$ cat src/sat_pkg.sv
package sat_pkg;

   localparam int STATE_W   = 2;
   localparam int DAYS_W    = 16;
   localparam int PROB_W    = 64;
   localparam int CONTACT_W = 5;
   localparam int MASK_W    = 16;
   localparam int CSR_IDX_W = 2;
   localparam int CSR_DATA_W = 64;

   localparam logic [STATE_W-1:0] ST_SUS = 2'd0;
   localparam logic [STATE_W-1:0] ST_EXP = 2'd1;
   localparam logic [STATE_W-1:0] ST_INF = 2'd2;
   localparam logic [STATE_W-1:0] ST_REC = 2'd3;

   localparam logic [CSR_IDX_W-1:0] CSR_RECOVERY   = 2'd0;
   localparam logic [CSR_IDX_W-1:0] CSR_INCUBATION = 2'd1;
   localparam logic [CSR_IDX_W-1:0] CSR_SEED       = 2'd2;
   localparam logic [CSR_IDX_W-1:0] CSR_SPARE      = 2'd3;

   localparam int MAX_CONTACTS = 16;

   // twister generator
   localparam int          TW_N      = 624;
   localparam int          TW_M      = 397;
   localparam int          TW_W      = 32;
   localparam int          TW_AW     = $clog2(TW_N);
   localparam logic [31:0] SEED_MULT = 32'd1812433253;
   localparam logic [31:0] TW_MATRIX = 32'h9908b0df;
   localparam logic [31:0] SEED_DEFAULT = 32'd5489;

   typedef struct packed {
      logic seed_start;
      logic seed_mul;
      logic seed_add;
      logic load_item;
      logic next_contact;
      logic gen_lo;
      logic gen_hi;
      logic apply;
      logic load_rsp;
   } cmd_type;

   typedef struct packed {
      logic seed_last;
      logic is_sus;
      logic is_rec;
      logic contacts_done;
      logic mask_bit;
      logic success;
   } status_type;

endpackage

$ cat src/sat_ctrl.sv
module sat_ctrl (
   input  logic                          clock,
   input  logic                          reset,
   input  logic                          req_valid,
   output logic                          req_ready,
   output logic                          rsp_valid,
   input  logic                          rsp_ready,
   input  logic                          csr_valid,
   input  logic [sat_pkg::CSR_IDX_W-1:0] csr_index,
   output sat_pkg::cmd_type              cmd,
   input  sat_pkg::status_type           status
);

   localparam logic [3:0] S_SEED_INIT = 4'd0;
   localparam logic [3:0] S_SEED_MUL  = 4'd1;
   localparam logic [3:0] S_SEED_ADD  = 4'd2;
   localparam logic [3:0] S_IDLE      = 4'd3;
   localparam logic [3:0] S_DECIDE    = 4'd4;
   localparam logic [3:0] S_RD_LO     = 4'd5;
   localparam logic [3:0] S_GEN_LO    = 4'd6;
   localparam logic [3:0] S_RD_HI     = 4'd7;
   localparam logic [3:0] S_GEN_HI    = 4'd8;
   localparam logic [3:0] S_CMP       = 4'd9;
   localparam logic [3:0] S_FINISH    = 4'd10;

   logic [3:0] state_ff, state_in;
   logic       rsp_valid_ff, rsp_valid_in;

   assign req_ready = (state_ff == S_IDLE);
   assign rsp_valid = rsp_valid_ff;

   always_comb begin
      state_in     = state_ff;
      cmd          = '0;
      rsp_valid_in = rsp_valid_ff & ~rsp_ready;
      case (state_ff)
         S_SEED_INIT: begin
            cmd.seed_start = 1'b1;
            state_in       = S_SEED_MUL;
         end
         S_SEED_MUL: begin
            cmd.seed_mul = 1'b1;
            state_in     = S_SEED_ADD;
         end
         S_SEED_ADD: begin
            cmd.seed_add = 1'b1;
            state_in     = status.seed_last ? S_IDLE : S_SEED_MUL;
         end
         S_IDLE: begin
            if (req_valid) begin
               cmd.load_item = 1'b1;
               state_in      = S_DECIDE;
            end
         end
         S_DECIDE: begin
            if (status.is_rec) begin
               state_in = S_FINISH;
            end else if (status.is_sus) begin
               if (status.contacts_done) begin
                  state_in = S_FINISH;
               end else if (status.mask_bit) begin
                  state_in = S_RD_LO;
               end else begin
                  cmd.next_contact = 1'b1;
               end
            end else begin
               state_in = S_RD_LO;
            end
         end
         S_RD_LO: state_in = S_GEN_LO;
         S_GEN_LO: begin
            cmd.gen_lo = 1'b1;
            state_in   = S_RD_HI;
         end
         S_RD_HI: state_in = S_GEN_HI;
         S_GEN_HI: begin
            cmd.gen_hi = 1'b1;
            state_in   = S_CMP;
         end
         S_CMP: begin
            if (status.success) begin
               cmd.apply = 1'b1;
               state_in  = S_FINISH;
            end else if (status.is_sus) begin
               cmd.next_contact = 1'b1;
               state_in         = S_DECIDE;
            end else begin
               state_in = S_FINISH;
            end
         end
         S_FINISH: begin
            // hold until the output word is free
            if (!rsp_valid_ff || rsp_ready) begin
               cmd.load_rsp = 1'b1;
               rsp_valid_in = 1'b1;
               state_in     = S_IDLE;
            end
         end
         default: state_in = S_SEED_INIT;
      endcase
      // new seed restarts the generator fill
      if (csr_valid && csr_index == sat_pkg::CSR_SEED) begin
         state_in = S_SEED_INIT;
      end
   end

   always_ff @(posedge clock) begin
      if (reset) begin
         state_ff     <= S_SEED_INIT;
         rsp_valid_ff <= 1'b0;
      end else begin
         state_ff     <= state_in;
         rsp_valid_ff <= rsp_valid_in;
      end
   end

endmodule

$ cat config.mk
export PLATFORM = sky130hd
export DESIGN_NAME = sat_ctrl
export DESIGN_NICKNAME = d
export VERILOG_FILES = /design/src/sat_pkg.sv /design/src/sat_ctrl.sv
export SDC_FILE = /design/constraint.sdc
export NUM_CORES = 1
export LEC_CHECK = 0
export BUFFER_PORTS_ARGS = -buffer_cell sky130_fd_sc_hd__buf_2
export CAP_MARGIN = 40
export CELL_PAD_IN_SITES_DETAIL_PLACEMENT = 1
export CELL_PAD_IN_SITES_GLOBAL_PLACEMENT = 2
export CORE_MARGIN = 3
export CORE_UTILIZATION = 23
export DETAILED_ROUTE_END_ITERATION = 8
export GPL_TIMING_DRIVEN = 0
export PLACE_DENSITY_LB_ADDON = 0.1
export RECOVER_POWER = 100
export SYNTH_ARGS = -nofsm -noshare
export SYNTH_HDL_FRONTEND = slang
export SYNTH_SLANG_ARGS = --single-unit
$ cat constraint.sdc
create_clock -name clock -period 3.3 [get_ports clock]
set_input_delay 0.66 -clock clock [delete_from_list [all_inputs] [get_ports clock]]
set_output_delay 0.66 -clock clock [all_outputs]
set_load 0.02 [all_outputs]
==> results.ini, run 1 <==
[sta]
clock.fmax_mhz = 395
setup_viol = 0
finalClockSkew_ns = 0.00393
finalMaxSlewViolations = 0
worst_slew_pin_slew_ns = 0.520
period_share_pct = 76.7
setup_tns_ns = 0
grt_setup_unrepaired = no
hold_viol = 0
max_slew_margin_pct = 64.4
period_minus_slack_ns = 2.53

[logic_synthesis]
synth.yosys.seq_area_share_pct = 20.2
yosys.area_share.simple_pct = 47.6
ys_warn_count = 0
synth_area_um2 = 497
synth.net_count = 85
synthXorXnorAreaFrac_pct = 0
synth_adder_area_share_pct = 0
synth_area_per_cell_um2 = 6.90
netlist_instances = 72
synth_compound_area_share_pct = 23.9
synth_top_family_by_area = simple AND/OR/NAND/NOR gates
ys_types = 28
yosys-mux-area-fraction_pct = 0
synth-seq-cells = 5

[clock_network]
cts_buffers = 3
clk_latency_ns = 0.24
cts-resized-gates = 0
clockBufferDepth = 2
ctsHoldBuffers = 0
path_clk_slew_ns = 0.04
cts_tree = yes
clkSinkCount = 5
cts_max_level = 1
clockRootBuffer = clkbuf_4
post-cts-setup-buffers = 0

[cells_and_area]
final_cells = 126
drive_above_1_share_pct = 20.2
area_growth_pct = 30.7
diodes = 0
stdcell_area_um2 = 649
layout.nets = 113
finish.utilization_pct = 32.4

[die]
start_util_pct = 24.8
ios = 24
fp.dieW_um = 52.5
core_area_mm2 = 0.00200
die_h_um = 52.5
die_area_mm2 = 0.00275
placementRows = 16

[place]
numPortBuffers = 23
gp_congestion = 0.811
dp.cells = 122
placed_cell_area_um2 = 646
dp.final_hpwl_um = 1400

[worst_setup_path]
startpoint = status[2]
reg2reg_depth = 5
cp_max_fo = 2
required_ns = 2.64
rrSetupSlack_ns = 1.57
timing.rr.start = state_ff[0]
crit_type = primary input to primary output
cp.arrival_ns = 1.87
start_kind = primary input
worst_setup_path_end_kind = primary output
r2r-end = state_ff[1]

[hold_path]
min_to = rsp_valid
hold_depth = 2
hold_start = rsp_valid
min_path_type = register to register

[routing]
met1Wirelength_um = 780
wl_per_cell_um = 13.6
met2_length_um = 854
routed-wl-met3_um = 63
drt_iter0_drc = 8
routed_via_density = 4.93
vias = 621
wirelength_um = 1710
ant_nets = 0
top_layer_used = met4
drc_errors = 0
drt_first_pass_iters = 4

[pwr]
vdd_drop_max_v = 0.0000987
leakagePower_nw = 0.244
p_per_area_mw_per_mm2 = 353

[global_route]
grt_pass1_wl_um = 2980
grt_pass1_vias = 588
overflow = 0
grtUsageTotal_pct = 14.4
antenna_found_initial = 0
grt_max_degree = 11

[outcome]
status = finished, final reports clean

[job]
max_cap_viol_count = 0

state kept, by name (all words and copies together), names as in the netlist:
name and cells:
state_ff 4, rsp_valid 1
metal layers:
metal | global-route usage [%] | vias up
met5 | 0 | -
met4 | 5.11 | 0
met3 | 1.71 | 2
met2 | 22.9 | 16
met1 | 19.7 | 289
li1 | - | 314
where the power goes:
group / leakage, nW / internal [mW] / total [mW] / switching, mW
clock network: 0.0150 / 0.0457 / 0.0708 / 0.0251
logic: 0.188 / 0.0332 / 0.0881 / 0.0549
registers: 0.0409 / 0.0655 / 0.0703 / 0.00479
total: 0.244 / 0.144 / 0.229 / 0.0848
how the worst max path moves through the flow:
stage,depth (start not counted),to
2_1_floorplan,3,cmd[4]
6_report,5,cmd[4]
5_1_grt,5,cmd[5]
4_1_cts,5,cmd[4]
3_5_place_dp,5,cmd[4]
3_3_place_gp,5,cmd[4]
kinds of logic (layout without fill, tap and decap cells):
| kind of cell | Yosys count | count (layout) |
|---|---|---|
| flip-flops | 5 | 5 |
| AND/OR/NAND/NOR | 43 | 43 |
| buffers and inverters | 8 | 35 |
| AO/OA/AOI/OAI | 16 | 16 |
placed cells by master, fill, tap and decap left out:
master | Yosys | routed
nand3b_1 | 2 | 2
clkbuf_4 | 0 | 3
nor2b_1 | 4 | 4
nand2_1 | 6 | 6
or3b_2 | 1 | 1
nor3b_1 | 2 | 2
o32a_1 | 1 | 1
dfxtp_1 | 5 | 5
or3_1 | 1 | 1
o21bai_1 | 1 | 1
o21ai_0 | 3 | 3
inv_1 | 3 | 3
nor3_1 | 6 | 6
o2111a_1 | 1 | 1
a21oi_1 | 4 | 4
a211o_1 | 1 | 1
buf_6 | 1 | 1
nor4_1 | 1 | 1
nor2_1 | 11 | 11
a31oi_1 | 2 | 2
o221ai_1 | 1 | 1
buf_2 | 3 | 14
and2_0 | 0 | 1
a2111oi_0 | 1 | 1
or4b_1 | 1 | 1
nand2b_1 | 6 | 6
clkbuf_1 | 1 | 14
o32ai_1 | 0 | 1
and4bb_2 | 1 | 1
cells in the mapped netlist:
master,instances,area (um^2)
dfxtp_1,5,100
nand2_1,6,22.5
buf_2,3,15.0
or3b_2,1,8.76
o221ai_1,1,8.76
buf_6,1,11.3
nor3b_1,2,15.0
or4b_1,1,10.0
inv_1,3,11.3
a21oi_1,4,20.0
or3_1,1,6.26
a2111oi_0,1,8.76
o32ai_2,1,16.3
and4bb_2,1,12.5
nand2b_1,6,37.5
o2111a_1,1,11.3
nor2_1,11,41.3
o32a_1,1,10.0
a31oi_1,2,12.5
nor3_1,6,30.0
o21bai_1,1,7.51
nor4_1,1,6.26
nor2b_1,4,25.0
a211o_1,1,8.76
clkbuf_1,1,3.75
o21ai_0,3,15.0
nand3b_1,2,15.0
and2_1,1,6.26
worst max-delay path: stages:
cell and delay, ns:
buf_2 0.10, or3_1 0.39, o32a_1 0.29, nor3b_1 0.17
clkbuf_1 0.25
cell type report:
class | instances | area, um^2
fillers | 278 | 1350
flip-flops and latches | 5 | 100
repair buffers | 23 | 103
inverters | 3 | 11.3
well taps | 27 | 33.8
multi-input cells | 59 | 348
plain buffers | 5 | 27.5
clock buffers | 4 | 26.3
metrics by stage:
step           hold slack, ns  setup WS, ns  power (mW)
2_1_floorplan           0.581         0.798       0.133
6_report                0.550         0.769       0.229
3_5_place_dp            0.543         0.843       0.164
4_1_cts                 0.552         0.841       0.237
5_1_grt                 0.596         0.685       0.248
3_3_place_gp            0.550         0.835       0.163
Note: power is estimated with default switching activity, not from simulation.
==> inputs of run 2 (changes only) <==
--- a/config.mk
+++ b/config.mk
@@ -5,12 +5,13 @@
 export SDC_FILE = /design/constraint.sdc
 export NUM_CORES = 1
 export LEC_CHECK = 0
+export ABC_AREA = 1
 export BUFFER_PORTS_ARGS = -buffer_cell sky130_fd_sc_hd__buf_2
 export CAP_MARGIN = 40
 export CELL_PAD_IN_SITES_DETAIL_PLACEMENT = 1
 export CELL_PAD_IN_SITES_GLOBAL_PLACEMENT = 2
 export CORE_MARGIN = 3
-export CORE_UTILIZATION = 23
+export CORE_UTILIZATION = 19
 export DETAILED_ROUTE_END_ITERATION = 8
 export GPL_TIMING_DRIVEN = 0
 export PLACE_DENSITY_LB_ADDON = 0.1
==> constraint.sdc (replaced) <==
create_clock -name clock -period 2.4 [get_ports clock]
set_input_delay 0.48 -clock clock [delete_from_list [all_inputs] [get_ports clock]]
set_output_delay 0.48 -clock clock [all_outputs]
set_load 0.02 [all_outputs]
==> run 2 against run 1 <==
  * Final cell count is 11% higher
  * Via count is 5.8% lower
  * Critical path type is now register to primary output
  * Setup slack worse by 0.30 ns
  * Clock skew is 0.0030 ns higher
  * Cell area is 5.8% lower
  * Routed wire length is 13% lower
  * Clock power is 40% higher
  * First-iteration DRC count is 50% lower
  * Die area is 13% higher
  * Core utilization is 5.6 points lower
  * Largest power group is now the clock network
  * Largest cell class unchanged
  * Sequential cell count stayed put
  * Sequential share of layout area is 0.95 points higher
==> results.ini, run 2 <==
[outcome]
status = finished, final reports clean

[clock_network]
cts_buffers = 3  ; unchanged
cts-resized-gates = 0  ; unchanged
cts_tree = yes
clk_latency_ns = 0.25  ; about the same
cts_max_level = 1  ; unchanged
path_clk_slew_ns = 0.05  ; about the same
post-cts-setup-buffers = 0  ; unchanged
ctsHoldBuffers = 0  ; unchanged
clockBufferDepth = 2  ; unchanged
clkSinkCount = 5  ; unchanged
clockRootBuffer = clkbuf_4

[logic_synthesis]
ys_warn_count = 0  ; unchanged
synth_area_um2 = 469  ; -5.5%
netlist_instances = 85  ; +18%
synth_top_area_share_pct = 21.6  ; +1.4 points
synth_common_cells = nand2_1, inv_1, nor2_1
ys.flop_type = dfxtp_1
synth.area.top_cells = nand2_1, dfxtp_1, inv_1
ys_types = 19  ; -32%
synthArstFlopShare_pct = 0  ; unchanged
synth_top_cell_by_area = nand2_1
synth.net_count = 98  ; +15%
synth-seq-cells = 5  ; unchanged
synth.yosys.seq_area_share_pct = 21.3  ; +1.2 points
synth.most_common_cell = nand2_1
synth_area_per_cell_um2 = 5.52  ; -20%
synth-edff-count = 0  ; unchanged

[worst_setup_path]
cp_max_fo = 6  ; +4
reg2reg_depth = 7  ; +2
start_kind = register
crit_type = register to primary output
worst_setup_path_end_kind = primary output
rrSetupSlack_ns = 0.95  ; -0.62 ns
cp.arrival_ns = 1.45  ; -0.42 ns
required_ns = 1.92  ; -0.72 ns

[pwr]
leakagePower_nw = 0.366  ; +50%
vdd_drop_max_v = 0.000292  ; +200%
p_per_area_mw_per_mm2 = 461  ; +31%
power.total_uw = 282  ; +23%

[cells_and_area]
largest_reg_flops = 4  ; unchanged
layout.nets = 126  ; +12%
stdcell_area_um2 = 612  ; -5.8%
area_growth_pct = 30.4
multiInputGateArea_um2 = 279  ; -20%
final_common_cell = nand2_1
final_cell_mix = nand2_1, inv_1, nor2_1
fillCellCount = 319  ; +15%
top_register = state_ff
regArea_um2 = 100  ; unchanged
drive_above_1_share_pct = 19.6  ; -0.56 points
final_cells = 140  ; +11%
diodes = 0  ; unchanged

[routing]
drt_first_pass_iters = 2  ; -2
vias = 585  ; -5.8%
routed_via_density = 4.18  ; -15%
drc_errors = 0  ; unchanged
wl_per_cell_um = 10.7  ; -21%
wirelength_um = 1500  ; -13%
ant_nets = 0  ; unchanged
drt_iter0_drc = 4  ; -4

[sta]
period_share_pct = 80.3
finalClockSkew_ns = 0.00696  ; +0.00304 ns
hold_viol = 0  ; unchanged
worst_slew_pin_slew_ns = 0.285  ; -0.235 ns
setup_viol = 0  ; unchanged
period_minus_slack_ns = 1.93
grt_setup_unrepaired = no
setup_ws_ns = 0.472  ; -0.297 ns
setup_tns_ns = 0  ; unchanged
clock.fmax_mhz = 519
max_slew_margin_pct = 81.0  ; +17 points
finalMaxSlewViolations = 0  ; unchanged

[global_route]
grt_pass1_vias = 602  ; +2.4%
grt_max_degree = 7  ; -4
antenna_found_initial = 0  ; unchanged
grtUsageTotal_pct = 10.2  ; -4.2 points
grt_pass1_wl_um = 2590  ; -13%
overflow = 0  ; unchanged

[die]
core_area_mm2 = 0.00228  ; +14%
die_area_mm2 = 0.00310  ; +13%
ios = 24  ; unchanged
start_util_pct = 20.6  ; -4.2 points
placementRows = 17  ; +1
fp.dieW_um = 55.7  ; +6.1%
die_h_um = 55.7  ; +6.1%

[place]
dp.final_hpwl_um = 1330  ; -4.9%
dp_slack_ns = 0.771  ; -0.0721 ns
numPortBuffers = 23  ; unchanged
dp.cells = 136  ; +11%
gp_congestion = 0.783  ; -3.4%
placed_cell_area_um2 = 619  ; -4.1%

[job]
max_cap_viol_count = 0  ; unchanged

[hold_path]
min_path_type = primary input to register
hold_depth = 2  ; unchanged

[run 2: cell count changes after synthesis, moves of 3 or more]
cell / before / now
nand2_1: 6 / 27
nor2b_1: 4 / 0
nor3_1: 6 / 1
nand2b_1: 6 / 0
buf_2: 3 / 0
nor2_2: 0 / 3
inv_1: 3 / 16
[run 2: kinds of logic after synthesis]
family | after synthesis | share of synthesized area [%]
buf+inv | 18 | 14.4
compound gates | 8 | 9.87
flops | 5 | 21.3
simple gates | 54 | 54.4
[run 2: path summary, 6_finish.rpt]
check         startpoint          end
max          state_ff[2]       cmd[5]
min                reset    rsp_valid
max reg2reg  state_ff[1]  state_ff[1]
min reg2reg    rsp_valid    rsp_valid
[run 2: through the flow]
step	utilization, %	hold slack, ns
4_1_cts	28.4	0.406
5_1_grt	26.9	0.421
6_report	26.9	0.412
2_1_floorplan	-	0.491
3_5_place_dp	27.2	0.562
3_3_place_gp	27.2	0.548
[run 2: final cells by class]
cell class | count | area share (%)
Clock buffer | 4 | 4.29
Inverter | 18 | 11.0
Multi-Input combinational cell | 62 | 45.6
Sequential cell | 5 | 16.4
Tap cell | 28 | 5.73
Timing Repair Buffer | 23 | 17.0
[run 2: critical path, stage by stage, from the launching register on]
cell     delay, ns
dfxtp_1       0.38
nor2_1        0.19
inv_2         0.07
nor2_1        0.20
inv_1         0.10
nor2_1        0.09
buf_2         0.17
[run 2: metal layers]
layer / global-route usage (%) / up-vias / share of wire [%]
met5: 0 / - / 0
met4: 1.04 / 0 / 0
met3: 3.94 / 0 / 3.9
met2: 17.6 / 11 / 47
met1: 12.3 / 261 / 48
li1: - / 313 / -
[run 2: where the power goes]
group / leakage (nW) / switching [mW] / internal, mW / total [mW]
sequential: 0.0408 / 0.00934 / 0.0885 / 0.0978
clock: 0.0150 / 0.0364 / 0.0630 / 0.0994
combinational: 0.310 / 0.0553 / 0.0298 / 0.0851
==> inputs of run 3 (changes only) <==
--- a/config.mk
+++ b/config.mk
@@ -5,13 +5,13 @@
 export SDC_FILE = /design/constraint.sdc
 export NUM_CORES = 1
 export LEC_CHECK = 0
-export ABC_AREA = 1
+export ABC_AREA = 0
 export BUFFER_PORTS_ARGS = -buffer_cell sky130_fd_sc_hd__buf_2
 export CAP_MARGIN = 40
 export CELL_PAD_IN_SITES_DETAIL_PLACEMENT = 1
 export CELL_PAD_IN_SITES_GLOBAL_PLACEMENT = 2
 export CORE_MARGIN = 3
-export CORE_UTILIZATION = 19
+export CORE_UTILIZATION = 20
 export DETAILED_ROUTE_END_ITERATION = 8
 export GPL_TIMING_DRIVEN = 0
 export PLACE_DENSITY_LB_ADDON = 0.1
==> constraint.sdc (replaced) <==
create_clock -name clock -period 1.7 [get_ports clock]
set_input_delay 0.34 -clock clock [delete_from_list [all_inputs] [get_ports clock]]
set_output_delay 0.34 -clock clock [all_outputs]
set_load 0.02 [all_outputs]
==> run 3 against run 2 <==
  * The flow now finishes with violations (setup timing)
  * Power rose by 67%
  * Largest power group is now combinational cells
  * Critical path depth fell by 1
  * Sequential share of layout area shrank 1.6 points
  * Clock power rose by 38%
  * Largest cell class unchanged
  * Final cell count decreased by 9.3%
  * First-iteration DRC count unchanged
  * Register-to-register slack got worse by 0.77 ns
  * Via count rose by 5.6%
  * Non-clock buffer count up 5
  * Setup slack lost 0.55 ns
  * Global-route usage grew 2.1 points
==> results.ini, run 3 (synthesis results as in run 1) <==
[sta]
period_share_pct = 105
setup_viol = 1  ; +1
grt_setup_unrepaired = yes
holdWs_ns = 0.266  ; -0.146 ns
worst_slew_pin_slew_ns = 0.451  ; +0.167 ns
finalClockSkew_ns = 0.000418  ; -0.00655 ns
finalMaxSlewViolations = 0  ; unchanged
period_minus_slack_ns = 1.78
hold_viol = 0  ; unchanged
clock.fmax_mhz = 562
max_slew_margin_pct = 69.1  ; -12 points
setup_ws_ns = -0.0797  ; -0.552 ns

[routing]
ant_nets = 0  ; unchanged
routed_via_density = 4.87  ; +16%
wl_per_cell_um = 14.2  ; +33%
vias = 618  ; +5.6%
drt_iter0_drc = 4  ; unchanged
wirelength_um = 1800  ; +21%
drt_first_pass_iters = 4  ; +2
drc_errors = 0  ; unchanged

[clock_network]
cts_tree = yes
path_clk_slew_ns = 0.04  ; about the same
clkSinkCount = 5  ; unchanged
cts_max_level = 1  ; unchanged
cts_buffers = 3  ; unchanged
cts-resized-gates = 13  ; +13
post-cts-setup-buffers = 0  ; unchanged
clockBufferDepth = 2  ; unchanged
ctsHoldBuffers = 0  ; unchanged
clockRootBuffer = clkbuf_4
clk_latency_ns = 0.24  ; about the same

[global_route]
overflow = 0  ; unchanged
grt_pass1_wl_um = 3000  ; +16%
antenna_found_initial = 0  ; unchanged
grt_max_degree = 11  ; +4
grtUsageTotal_pct = 12.3  ; +2.1 points
grt_pass1_vias = 640  ; +6.3%

[cells_and_area]
final_common_cell = buf_2
final_cell_mix = buf_2, nor2_1, nand2_1
fillCellCount = 297  ; -6.9%
largest_reg_flops = 4  ; unchanged
final_cells = 127  ; -9.3%
drive_above_1_share_pct = 41.4  ; +22 points
top_register = state_ff
stdcell_area_um2 = 738  ; +21%
area_growth_pct = 48.6
layout.nets = 113  ; -10%
diodes = 0  ; unchanged

[worst_setup_path]
required_ns = 1.36  ; -0.56 ns
cp.arrival_ns = 1.44  ; about the same
worst_setup_path_end_kind = primary output
crit_type = primary input to primary output
cp_max_fo = 2  ; -4
start_kind = primary input

[pwr]
vdd_drop_max_v = 0.000358  ; +23%
p_per_area_mw_per_mm2 = 639  ; +38%
power.total_uw = 472  ; +67%
leakagePower_nw = 0.309  ; -16%

[die]
core_area_mm2 = 0.00228  ; unchanged
die_area_mm2 = 0.00312  ; +0.50%
fp.dieW_um = 55.8  ; +0.25%
die_h_um = 55.8  ; +0.25%
ios = 24  ; unchanged
start_util_pct = 21.8  ; +1.2 points
placementRows = 17  ; unchanged

[place]
dp.final_hpwl_um = 1370  ; +3.0%
numPortBuffers = 23  ; unchanged
dp.cells = 123  ; -9.6%
placed_cell_area_um2 = 657  ; +6.1%
gp_congestion = 0.774  ; -1.2%

[outcome]
status = complete, but fails checks
violations = setup timing

[job]
max_cap_viol_count = 0  ; unchanged

[hold_path]
min_path_type = primary input to register

==> run 3: metrics by stage <==
stage          setup TNS, ns  setup WS [ns]  utilization (%)
2_1_floorplan              0         0.0190                -
3_3_place_gp         -0.0984        -0.0984             28.9
3_5_place_dp          -0.114         -0.114             28.9
4_1_cts              -0.0888        -0.0888             31.7
5_1_grt               -0.590         -0.137             32.4
6_report             -0.0797        -0.0797             32.4
==> run 3: path summary, 6_finish.rpt <==
kind | start | endpoint | slack (ns) | depth (start not counted)
min reg2reg | rsp_valid | rsp_valid | 0.58 | 2
max | status[2] | cmd[4] | -0.08 | 5
max reg2reg | state_ff[1] | state_ff[1] | 0.18 | 5
min | reset | rsp_valid | 0.27 | 2
==> run 3: critical path, cell delays in order <==
cell and delay, ns:
buf_6 0.09, or3_4 0.38, o32a_1 0.32, nor3b_2 0.16, buf_4 0.16
==> run 3: layer usage <==
metal	track usage (%)	wire (um)	part of all wire, %	vias to the layer above
met5	0	0	0	-
met2	19.9	917	51	14
met4	2.03	0	0	0
met1	15.8	804	45	294
li1	-	-	-	310
met3	4.64	80	4.4	0
==> run 3: final cells by class <==
type / count / area, um^2 / share of cell area (%)
Multi-Input combinational cell: 59 / 389 / 52.7
Clock buffer: 4 / 26.3 / 3.56
Buffer: 5 / 42.5 / 5.76
Timing Repair Buffer: 23 / 125 / 16.9
Sequential cell: 5 / 109 / 14.7
Inverter: 3 / 11.3 / 1.53
Tap cell: 28 / 35.0 / 4.75
==> run 3: power by group <==
group	leakage, nW	switching, mW	total [mW]	internal, mW
combinational	0.251	0.110	0.196	0.0861
sequential	0.0427	0.0113	0.139	0.127
clock	0.0150	0.0485	0.137	0.0887
